File: src/rtl/acs_pkg.sv
// Package for the alpha coverage statistics core.
// Holds the queued pixel type, record and verdict codes and the sRGB decode table.
// No dependencies.
package acs_pkg;

  localparam int unsigned MaxPixelsDef  = 16777216;
  localparam int unsigned NumBucketsDef = 16;
  localparam int unsigned NumRecords    = 30;

  localparam logic [4:0] REC_TOTAL     = 5'd0;
  localparam logic [4:0] REC_ZERO      = 5'd1;
  localparam logic [4:0] REC_MID       = 5'd2;
  localparam logic [4:0] REC_OPAQUE    = 5'd3;
  localparam logic [4:0] REC_MIN       = 5'd4;
  localparam logic [4:0] REC_MAX       = 5'd5;
  localparam logic [4:0] REC_SUM       = 5'd6;
  localparam logic [4:0] REC_MODE_CODE = 5'd7;
  localparam logic [4:0] REC_MODE_CNT  = 5'd8;
  localparam logic [4:0] REC_TESTED    = 5'd9;
  localparam logic [4:0] REC_LIN_VIOL  = 5'd10;
  localparam logic [4:0] REC_RAW_VIOL  = 5'd11;
  localparam logic [4:0] REC_PREMUL    = 5'd12;
  localparam logic [4:0] REC_ALPHA     = 5'd13;
  localparam logic [4:0] REC_BUCKET0   = 5'd14;
  localparam logic [4:0] REC_LAST      = 5'd29;

  localparam logic [1:0] PREMUL_INCONCLUSIVE = 2'd0;
  localparam logic [1:0] PREMUL_NOT          = 2'd1;
  localparam logic [1:0] PREMUL_CONSISTENT   = 2'd2;

  localparam logic [1:0] ALPHA_MIXED   = 2'd0;
  localparam logic [1:0] ALPHA_OPAQUE  = 2'd1;
  localparam logic [1:0] ALPHA_ZERO    = 2'd2;
  localparam logic [1:0] ALPHA_UNIFORM = 2'd3;

  localparam logic [1:0] CFG_SRGB = 2'd0;

  typedef struct packed {
    logic [7:0] alpha;
    logic       frame_end;
    logic       raw_viol;
    logic       lin_viol;
  } item_t;

  typedef logic [15:0] lin_lut_t [256];

  function automatic lin_lut_t build_lin_lut();
    lin_lut_t    t;
    logic [63:0] n, yq, y2, lo, hi, md, p2, p4, p5, v;
    for (int c = 0; c < 256; c++) begin
      if (c <= 10) begin
        v = (64'(c) * 64'd13107200 + 64'd329460) / 64'd658920;
      end else begin
        n  = 64'(c) * 64'd1000 + 64'd14025;
        yq = (n << 30) / 64'd269025;
        if (yq > (64'd1 << 30)) yq = 64'd1 << 30;
        y2 = (yq * yq) >> 30;
        lo = 64'd0;
        hi = 64'd1 << 30;
        while (lo < hi) begin
          md = lo + (hi - lo + 64'd1) / 64'd2;
          p2 = (md * md) >> 30;
          p4 = (p2 * p2) >> 30;
          p5 = (p4 * md) >> 30;
          if (p5 <= y2) lo = md;
          else hi = md - 64'd1;
        end
        v = (y2 * lo) >> 30;
        v = (v + (64'd1 << 13)) >> 14;
        if (v > 64'd65535) v = 64'd65535;
      end
      t[c] = v[15:0];
    end
    return t;
  endfunction

  localparam lin_lut_t LinLut = build_lin_lut();

endpackage

File: src/rtl/acs_fifo.sv
// Two-entry queue between front end and statistics engine.
// Depends on acs_pkg.
module acs_fifo (
  input  logic           clk_i,
  input  logic           rst_ni,
  input  logic           push_i,
  input  acs_pkg::item_t item_i,
  output logic           full_o,
  input  logic           pop_i,
  output acs_pkg::item_t head_o,
  output logic           empty_o
);
  import acs_pkg::*;

  item_t      mem_q [2];
  logic       wr_q, rd_q;
  logic [1:0] cnt_q;

  assign full_o  = cnt_q == 2'd2;
  assign empty_o = cnt_q == 2'd0;
  assign head_o  = mem_q[rd_q];

  always_ff @(posedge clk_i) begin
    if (push_i) mem_q[wr_q] <= item_i;
  end

  always_ff @(posedge clk_i or negedge rst_ni) begin
    if (!rst_ni) begin
      wr_q  <= 1'b0;
      rd_q  <= 1'b0;
      cnt_q <= 2'd0;
    end else begin
      if (push_i) wr_q <= !wr_q;
      if (pop_i) rd_q <= !rd_q;
      cnt_q <= cnt_q + 2'(push_i) - 2'(pop_i);
    end
  end

endmodule

File: config.mk
export PLATFORM = sky130hd
export DESIGN_NAME = acs_fifo
export DESIGN_NICKNAME = d
export VERILOG_FILES = /design/src/rtl/acs_pkg.sv /design/src/rtl/acs_fifo.sv
export SDC_FILE = /design/constraint.sdc
export NUM_CORES = 1
export LEC_CHECK = 0
export BUFFER_PORTS_ARGS = -buffer_cell sky130_fd_sc_hd__buf_2
export CORE_MARGIN = 3
export CORE_UTILIZATION = 43
export DETAILED_ROUTE_END_ITERATION = 10
export GPL_ROUTABILITY_DRIVEN = 0
export GPL_TIMING_DRIVEN = 0
export PLACE_DENSITY = 0.68
export SYNTH_ARGS = -nofsm -noshare
export SYNTH_HDL_FRONTEND = slang
export SYNTH_SLANG_ARGS = --single-unit
File: constraint.sdc
create_clock -name clk_i -period 1.7 [get_ports clk_i]
set_clock_uncertainty 0.05 [all_clocks]
set_input_delay 0.255 -clock clk_i [delete_from_list [all_inputs] [get_ports clk_i]]
set_output_delay 0.255 -clock clk_i [all_outputs]
set_load 0.005 [all_outputs]
Word-level counts from Yosys, hierarchy flattened
Memories as Yosys holds them, arrays and structs flattened.
Index checks and enable logic that the tools add are counted.
{"block": "classes", "addsub": 2, "multipliers": 0, "div_mod_pow": 0, "order_cmp": 0, "n_eq_ne": 1, "shifts": 0, "mux": 2, "bitwise": 0, "n_reduce_logical": 3}
{"operator": "2-bit by 1-bit adder with 2-bit output", "n": 1}
{"operator": "2-bit equality test, second input constant", "n": 1}
{"operator": "1-bit zero test", "n": 2}
{"operator": "2-bit zero test", "n": 1}
{"operator": "1-bit 2-to-1 mux", "n": 2}
{"operator": "2-bit by 1-bit subtractor with 2-bit output", "n": 1}
{"block": "word_totals", "reg_bits": 4, "latch_bits": 0, "mem_bits_rw": 22, "mem_bits_ro": 0, "word_cells": 12, "mem_count": 1}
{"memory": "mem_q", "depth": 2, "width": 11, "read_ports": 1, "rd_ports_with_merged_regs": 0, "wr": 1, "line_no": "acs_fifo.sv:15", "text": "item_t mem_q [2];"}

Depth between registers and ports, before layout
Gate-level depths: netlist of the first run.
{"block": "logic_depth", "word_depth": 2, "depth_mapped": 5, "ltp_nobuf": 5}

Least setup slack after synthesis of the first run
Ideal clock, no wire load.
{"block": "synth_timing", "path_kind": "reg-to-reg", "start": "register cnt_q[0]", "end": "register cnt_q[1]", "t_arrival_ns": 1.178, "required_ns": 1.515, "slack_ns": 0.337, "path_stages_with_launch": 6, "path_buffers": 0, "synth_period_minus_slack_ns": 1.363, "path_cell_list": "dfrtp_1 inv_1 ha_1 inv_1 ha_1 xor3_1"}
{"block": "synth_via", "elab_chain_cells": 2}
{"element": "start: declaration", "line_no": "acs_fifo.sv:17", "text": "logic [1:0] cnt_q;"}
{"element": "start signal: assignment", "line_no": "acs_fifo.sv:35", "text": "cnt_q <= cnt_q + 2'(push_i) - 2'(pop_i);"}
{"element": "2-bit by 1-bit adder with 2-bit output", "line_no": "acs_fifo.sv:35"}
{"element": "2-bit by 1-bit subtractor with 2-bit output", "line_no": "acs_fifo.sv:35"}
No other way between the ends.
A chain may end at the register's enable or synchronous reset.

==> results.json, run 1 <==
{
  "outcome": "finished, final reports clean",
  "dp.cells": 104,
  "power_switching_share": 0.261,
  "diodes": 0,
  "cts_buffer_depth": 2,
  "core_um2": 2230,
  "p_sw_uw": 472,
  "critPathKind": "reg2out",
  "dr.pass1.iters": 4,
  "syn-instance-count": 49,
  "syn_nets": 66,
  "mappedNetlistArea_um2": 1030,
  "wl_mm": 1.47,
  "grt_first_pass_wirelength_mm": 2.39,
  "dieHeight_um": 54.8,
  "grt_pass1_vias": 544,
  "gr-total-overflow": 0,
  "rsz0062_at_grt": "no",
  "ys_ff_latch": 26,
  "hold_class": "in2reg",
  "synth_commonest_cells": "edfxtp_1, mux2_4, dfrtp_1",
  "hpwl_mm": 1.12,
  "synthTopCellsByArea": "edfxtp_1, mux2_4, dfrtp_1",
  "cts_buffers": 3,
  "grt_antenna_before_repair": 0,
  "vias_per_cell": 4.59,
  "clkLatencyLatePin_ps": 300,
  "fin_nets": 100,
  "worstMarginPinSlew_ps": 567,
  "max_freq_ghz": 0.627,
  "path_clk_slew_ps": 120,
  "num_vias": 500,
  "cts_tree": "done",
  "cp-end-kind": "primary output",
  "yosysWarnings": 0,
  "synth_ff_type": "edfxtp_1",
  "final_cells": 109,
  "synth_edf_count": 22,
  "drc": 0,
  "crit_fanout": 10,
  "synth_top_area_share": 0.644,
  "initial_core_util": 0.459,
  "wl_per_cell_um": 13.4,
  "cap_violations": 0,
  "setup_violations": 0,
  "drive_gt1_frac": 0.543,
  "grt_usage": 0.119,
  "die_area_um2": 3010,
  "slew_headroom": 0.620,
  "start_kind": "flip-flop",
  "slew_viol_final": 0,
  "yosysTopAreaCell": "edfxtp_1",
  "cts_max_level": 1,
  "power_density_nw_per_um2": 1460,
  "post-route-period-util": 0.939,
  "finalSetupTns_ps": 0,
  "cp.arrival_ps": 1290,
  "period_needed_ps": 1600,
  "rows": 17,
  "synth_seq_area_share": 0.741,
  "drt-initial-drc-count": 3,
  "cts-root-buf": "clkbuf_4",
  "numClockSinks": 26,
  "die_w_um": 54.8,
  "leakage_nw": 0.532,
  "synth_most_common_cell": "edfxtp_1",
  "avgSynthCellArea_um2": 20.9,
  "hold_viol": 0,
  "clkPwrFrac": 0.131,
  "p_int_mw": 1.33,
  "ys_types": 12,
  "io-pin-count": 28,
  "grt_max_degree": 14,
  "postRouteAntennaNets": 0,
  "io_buffers": 27,
  "pwr-share-seq": 0.514,
  "crit_required_ps": 1390,
  "ys_async_sr_fraction": 0.154,
  "irDropWorstVdd_v": 0.000890,
  "synthToLayoutAreaGrowth_pct": 20.7,
  "p_comb_frac": 0.355
}
[stage by stage]
stage	hold WS [ps]	utilization	area, um2	power, mW	setup WS, ps
3_3_place_gp	16.3	0.536	1200	1.56	72.0
3_5_place_dp	18.4	0.536	1200	1.59	67.2
6_report	83.9	0.555	1240	1.81	104
5_1_grt	61.5	0.555	1240	1.95	24.7
2_1_floorplan	-90.6	-	1030	1.36	337
4_1_cts	74.7	0.550	1230	1.82	24.1
[worst paths after layout]
check / start / slack (ps) / cells after the start / endpoint
max in group asynchronous: rst_ni / 1260 / 2 / rd_q
min reg2reg: wr_q / 470 / 1 / wr_q
min in group asynchronous: rst_ni / 220 / 2 / cnt_q[0]
max reg2reg: cnt_q[0] / 240 / 5 / cnt_q[1]
min: item_i[1] / 80 / 1 / mem_q[0][1]
max: rd_q / 100 / 3 / head_o[3]
[layout by cell type, fill, tap and decap left out, drive strengths merged]
| master | n |
|---|---|
| and2 | 1 |
| dlygate4sd3 | 1 |
| nor2b | 2 |
| inv | 2 |
| nor2 | 1 |
| clkbuf | 3 |
| xor3 | 1 |
| edfxtp | 22 |
| mux2 | 11 |
| xor2 | 2 |
| dfrtp | 4 |
| buf | 29 |
| ha | 2 |
[critical path, stage by stage, from the launching register on]
cell     delay, ps
dfrtp_1        380
buf_6          180
mux2_4         310
buf_2          120
[state kept, by name, summed over array words and instances (netlist names)]
signal / flops
rd_q: 1
wr_q: 1
mem_q: 22
cnt_q: 2
[routing by layer]
metal	up-vias	global-route usage	share of wire
li1	246	-	-
met1	237	0.129	0.39
met2	15	0.213	0.54
met3	2	0.0272	0.062
met4	0	0.0622	0.0068
met5	-	0	0
[final cells by class]
class                   instances  area, um2
plain buffers                   1       11.3
clock buffers                   3       22.5
fillers                       197        995
inverters                       2       7.51
multi-input cells              20        249
flip-flops and latches         26        761
well taps                      28       35.0
repair buffers                 29        153
[power by group through the flow]
stage / registers, mW / logic, mW / clock network (mW)
floorplan: 0.927 / 0.437 / 0
global route: 0.950 / 0.725 / 0.274
finish: 0.928 / 0.641 / 0.237
global placement: 0.936 / 0.626 / 0
detailed placement: 0.952 / 0.634 / 0
CTS: 0.936 / 0.636 / 0.249
[repair_timing]
| item | CTS | global route |
|---|---|---|
| hold buffers | 1 | 0 |
| setup buffers | 0 | 1 |
| gates resized for setup | 0 | 1 |
| setup endpoints to repair | 0 | 20 |
| hold endpoints to repair | 4 | 0 |
[kinds of logic (layout without fill, tap and decap cells)]
group | Yosys count | after routing | share of synthesized area
adders and majority gates | 2 | 2 | 0.0244
xor gates and xnor gates | 3 | 3 | 0.0402
muxes | 11 | 11 | 0.154
and+or+nand+nor | 4 | 4 | 0.0219
buffers and inverters | 3 | 35 | 0.0183
DFF | 26 | 26 | 0.741
Power figures use the tool's default switching activity.
==> run 2: changes to the inputs <==
--- a/config.mk
+++ b/config.mk
@@ -8,10 +8,12 @@
 export BUFFER_PORTS_ARGS = -buffer_cell sky130_fd_sc_hd__buf_2
 export CORE_MARGIN = 3
 export CORE_UTILIZATION = 43
+export CTS_BUF_LIST = sky130_fd_sc_hd__clkbuf_2
 export DETAILED_ROUTE_END_ITERATION = 10
 export GPL_ROUTABILITY_DRIVEN = 0
 export GPL_TIMING_DRIVEN = 0
 export PLACE_DENSITY = 0.68
+export REMOVE_ABC_BUFFERS = 1
 export SYNTH_ARGS = -nofsm -noshare
 export SYNTH_HDL_FRONTEND = slang
 export SYNTH_SLANG_ARGS = --single-unit
==> results.json, run 2 (synthesis results as in run 1) <==
{
  "outcome": "complete, but fails checks",
  "violations": "negative setup slack",
  "crit_fanout": 6,
  "diodes": 0,
  "core_um2": 2230,
  "max_freq_ghz": 0.577,
  "vias_per_cell": 4.55,
  "cts_buffers": 3,
  "setup_ws_ps": -32.3,
  "io_buffers": 27,
  "cap_violations": 0,
  "placed_area_um2": 1180,
  "cts_tree": "done",
  "initial_core_util": 0.459,
  "postRouteAntennaNets": 0,
  "worstMarginPinSlew_ps": 574,
  "cp.arrival_ps": 1430,
  "wl_per_cell_um": 12.6,
  "synthToLayoutAreaGrowth_pct": 35.1,
  "largest_reg_flops": 22,
  "fin_nets": 110,
  "layout_common_cells": "edfxtp_1, buf_2, dlygate4sd3_1, mux2_4, buf_6",
  "crit_required_ps": 1390,
  "finalSetupTns_ps": -246,
  "io-pin-count": 28,
  "setup_violations": 10,
  "hpwl_um": 981,
  "hold_viol": 0,
  "cp_common_cell": "buf_6",
  "post-route-period-util": 1.02,
  "numClockSinks": 26,
  "die_w_um": 54.8,
  "path_clk_slew_ps": 220,
  "irDropWorstVdd_v": 0.00107,
  "hold_class": "in2reg",
  "period_needed_ps": 1730,
  "wl_mm": 1.51,
  "rsz0062_at_grt": "yes",
  "dpl_worst_slack_ps": 59.1,
  "critPathSlowestCell": "dfrtp_4",
  "regMostFlops": "mem_q",
  "drive_gt1_frac": 0.489,
  "cts_max_level": 1,
  "leakage_nw": 0.589,
  "drc": 0,
  "grt_pass1_vias": 485,
  "dr.pass1.iters": 4,
  "cp-end-kind": "primary output",
  "post-route-util": 0.621,
  "grt_usage": 0.104,
  "rows": 17,
  "start_kind": "flip-flop",
  "reg_top3": "mem_q (22), cnt_q (2)",
  "grt_antenna_before_repair": 0,
  "grt_first_pass_wirelength_mm": 2.00,
  "gr-total-overflow": 0,
  "grt_max_degree": 15,
  "crit_family": "flip-flops",
  "dieHeight_um": 54.8,
  "die_area_um2": 3010,
  "slew_headroom": 0.616,
  "power_mw": 1.92,
  "clkLatencyLatePin_ps": 330,
  "drt-initial-drc-count": 10,
  "path_cells": "buf_6, mux2_4, buf_6",
  "crit_buf_inv": 2,
  "critPathKind": "reg2out",
  "slew_viol_final": 0,
  "cpPeakStageDelay_ps": 530,
  "num_vias": 546,
  "cts_buffer_depth": 2,
  "power_density_nw_per_um2": 1390,
  "final_common_cell": "edfxtp_1",
  "cts-root-buf": "clkbuf_2",
  "final_area_um2": 1390
}
==> run 2: worst register-to-register path, stage by stage (launching register included) <==
cell     delay (ps)
dfrtp_1         420
inv_1            50
ha_1            260
inv_1            60
ha_1            150
xor3_1          390
==> run 2: per-stage QoR <==
stage          instances  hold WS [ps]
6_report             120          40.7
3_3_place_gp         103          12.7
4_1_cts              108          9.28
3_5_place_dp         103          13.5
5_1_grt              120          1.65
2_1_floorplan         48         -90.6
==> run 2: metal layers <==
metal,vias up,global-route usage,wire [um]
met4,0,0.0622,0
met1,263,0.0957,589
li1,268,-,-
met2,15,0.187,852
met3,0,0.0409,70
met5,-,0,0
==> run 2: final cells by class <==
class	instances	area [um2]
timing repair buffer	40	312
multi-input combinational	20	249
sequential	26	764
clock inverter	1	3.75
tap	28	35.0
clock buffer	3	15.0
inverter	2	7.51
fill	181	847
==> run 2: path summary, 6_finish.rpt <==
kind	start	to	slack, ps	cells past startpoint
worst max-delay path	rd_q	head_o[7]	-30	3
worst max register to register	cnt_q[0]	cnt_q[1]	230	5
worst min register to register	wr_q	wr_q	490	1
max in group asynchronous	rst_ni	rd_q	1320	2
worst min-delay path	item_i[0]	mem_q[1][0]	40	1
min in group asynchronous	rst_ni	rd_q	160	2
==> run 2: power by group <==
group | internal [mW] | leakage [nW] | switching [mW]
clock | 0.0512 | 0.0140 | 0.163
sequential | 0.869 | 0.252 | 0.0632
combinational | 0.490 | 0.322 | 0.284
total | 1.41 | 0.589 | 0.511
==> run 2: what timing repair did <==
action                                  CTS  global route
hold buffers                              1            10
endpoints found under the hold margin     4            19
endpoints found under the setup margin   11            22
resized for setup                         9             3
pin swaps                                 0             0
setup buffers                             0             2
==> run 3: changes to the inputs <==
--- a/config.mk
+++ b/config.mk
@@ -6,13 +6,15 @@
 export NUM_CORES = 1
 export LEC_CHECK = 0
 export BUFFER_PORTS_ARGS = -buffer_cell sky130_fd_sc_hd__buf_2
+export CELL_PAD_IN_SITES_DETAIL_PLACEMENT = 1
+export CELL_PAD_IN_SITES_GLOBAL_PLACEMENT = 1
 export CORE_MARGIN = 3
 export CORE_UTILIZATION = 43
 export CTS_BUF_LIST = sky130_fd_sc_hd__clkbuf_2
 export DETAILED_ROUTE_END_ITERATION = 10
 export GPL_ROUTABILITY_DRIVEN = 0
 export GPL_TIMING_DRIVEN = 0
-export PLACE_DENSITY = 0.68
+export PLACE_DENSITY_LB_ADDON = 0.1
 export REMOVE_ABC_BUFFERS = 1
 export SYNTH_ARGS = -nofsm -noshare
 export SYNTH_HDL_FRONTEND = slang
==> results.json, run 3 (synthesis results as in run 1) <==
{
  "outcome": "complete, but fails checks",
  "violations": "negative setup slack",
  "path_clk_slew_ps": 230,
  "clkLatencyLatePin_ps": 340,
  "crit_fanout": 6,
  "final_common_cell": "edfxtp_1",
  "gr-total-overflow": 0,
  "hold_viol": 0,
  "drt-initial-drc-count": 10,
  "regArea_um2": 764,
  "diodes": 0,
  "worstMarginPinSlew_ps": 648,
  "power_density_nw_per_um2": 1400,
  "critPathSlowestCell": "dfrtp_4",
  "setup_ws_ps": -52.7,
  "grt_pass1_vias": 486,
  "grt_first_pass_wirelength_mm": 2.26,
  "crit_buf_inv": 2,
  "irDropWorstVdd_v": 0.000701,
  "reg_top3": "mem_q (22), cnt_q (2)",
  "cts-root-buf": "clkbuf_2",
  "start_kind": "flip-flop",
  "rsz0062_at_grt": "yes",
  "num_vias": 573,
  "fin_nets": 113,
  "dieHeight_um": 54.8,
  "numClockSinks": 26,
  "wl_mm": 1.81,
  "cts_buffer_depth": 2,
  "cp-end-kind": "primary output",
  "grt_usage": 0.115,
  "leakage_nw": 0.606,
  "cts_max_level": 1,
  "final_area_um2": 1430,
  "cts_buffers": 3,
  "placed_area_um2": 1180,
  "synthToLayoutAreaGrowth_pct": 39.0,
  "hpwl_mm": 1.10,
  "hold_class": "in2reg",
  "r2r_slack_ps": 250,
  "multi_input_area_um2": 249,
  "largest_reg_flops": 22,
  "crit_family": "flip-flops",
  "drive_gt1_frac": 0.484,
  "cp_common_cell": "buf_6",
  "cpPeakStageDelay_ps": 540,
  "layout_common_cells": "edfxtp_1, buf_2, dlygate4sd3_1, buf_6, mux2_4",
  "slew_headroom": 0.566,
  "io_buffers": 27,
  "die_w_um": 54.8,
  "grt_max_degree": 15,
  "cp.arrival_ps": 1450,
  "nFillCells": 213,
  "postRouteAntennaNets": 0,
  "post-route-period-util": 1.03,
  "dr.pass1.iters": 3,
  "path_cells": "buf_6, mux2_4, buf_6",
  "vias_per_cell": 4.66,
  "regMostFlops": "mem_q",
  "rows": 17,
  "drc": 0,
  "grt_antenna_before_repair": 0,
  "crit_required_ps": 1390,
  "die_area_um2": 3010,
  "max_freq_ghz": 0.571,
  "io-pin-count": 28,
  "initial_core_util": 0.459,
  "cap_violations": 0,
  "hold_ws_ps": 56.6,
  "critPathKind": "reg2out",
  "core_um2": 2230,
  "setup_violations": 11,
  "slew_viol_final": 0,
  "wl_per_cell_um": 14.7,
  "period_needed_ps": 1750,
  "cts_tree": "done"
}
==> run 3: cell types whose count changed in the layout (fill, tap and decap cells not counted), sizes merged <==
cell / before / now
dlygate4sd3: 11 / 13
buf: 29 / 30
==> run 3: worst reg2reg max path, stage by stage (launching register included) <==
cell	delay [ps]
dfrtp_1	430
inv_1	50
ha_1	260
inv_1	60
ha_1	130
xor3_1	380
==> run 3: what timing repair did <==
item                                   in CTS  in global routing
gates resized for setup                    10                  4
endpoints found under the hold margin       4                 22
gates cloned                                0                  0
setup endpoints to repair                  22                 11
setup buffers                               0                  3
hold buffers                                1                 12
==> run 3: power breakdown <==
group | internal, mW | total (mW) | switching (mW)
registers | 0.870 | 0.940 | 0.0699
clock network | 0.0511 | 0.227 | 0.176
logic | 0.527 | 0.825 | 0.297
total | 1.45 | 1.99 | 0.543
==> run 3: final cells by class <==
type | instances | area share
multi-input cells | 20 | 0.175
clock inverters | 1 | 0.00263
flip-flops and latches | 26 | 0.536
repair buffers | 43 | 0.246
clock buffers | 3 | 0.0105
inverters | 2 | 0.00526
well taps | 28 | 0.0246
==> run 3: final timing paths <==
path,startpoint,to,depth (start not counted)
max reg2reg,cnt_q[0],cnt_q[1],5
min reg2reg,wr_q,wr_q,1
min,push_i,wr_q,2
min in group asynchronous,rst_ni,rd_q,2
max in group asynchronous,rst_ni,rd_q,2
max,rd_q,head_o[2],3
==> run 3: per-layer routing <==
metal	track usage	up-vias	part of all wire
met3	0.0409	0	0.053
met4	0.0498	0	0
met2	0.185	18	0.57
met5	0	-	0
li1	-	273	-
met1	0.136	282	0.38
==> run 3: stage by stage <==
stage	power, mW	util	cells	TNS, ps	setup slack [ps]
floorplan	1.34	-	48	0	337
global placement	1.55	0.531	103	0	57.0
detailed placement	1.57	0.531	103	-43.1	-4.23
CTS	1.89	0.566	108	-518	-65.1
global route	2.12	0.639	123	-1370	-136
finish	1.99	0.639	123	-408	-52.7
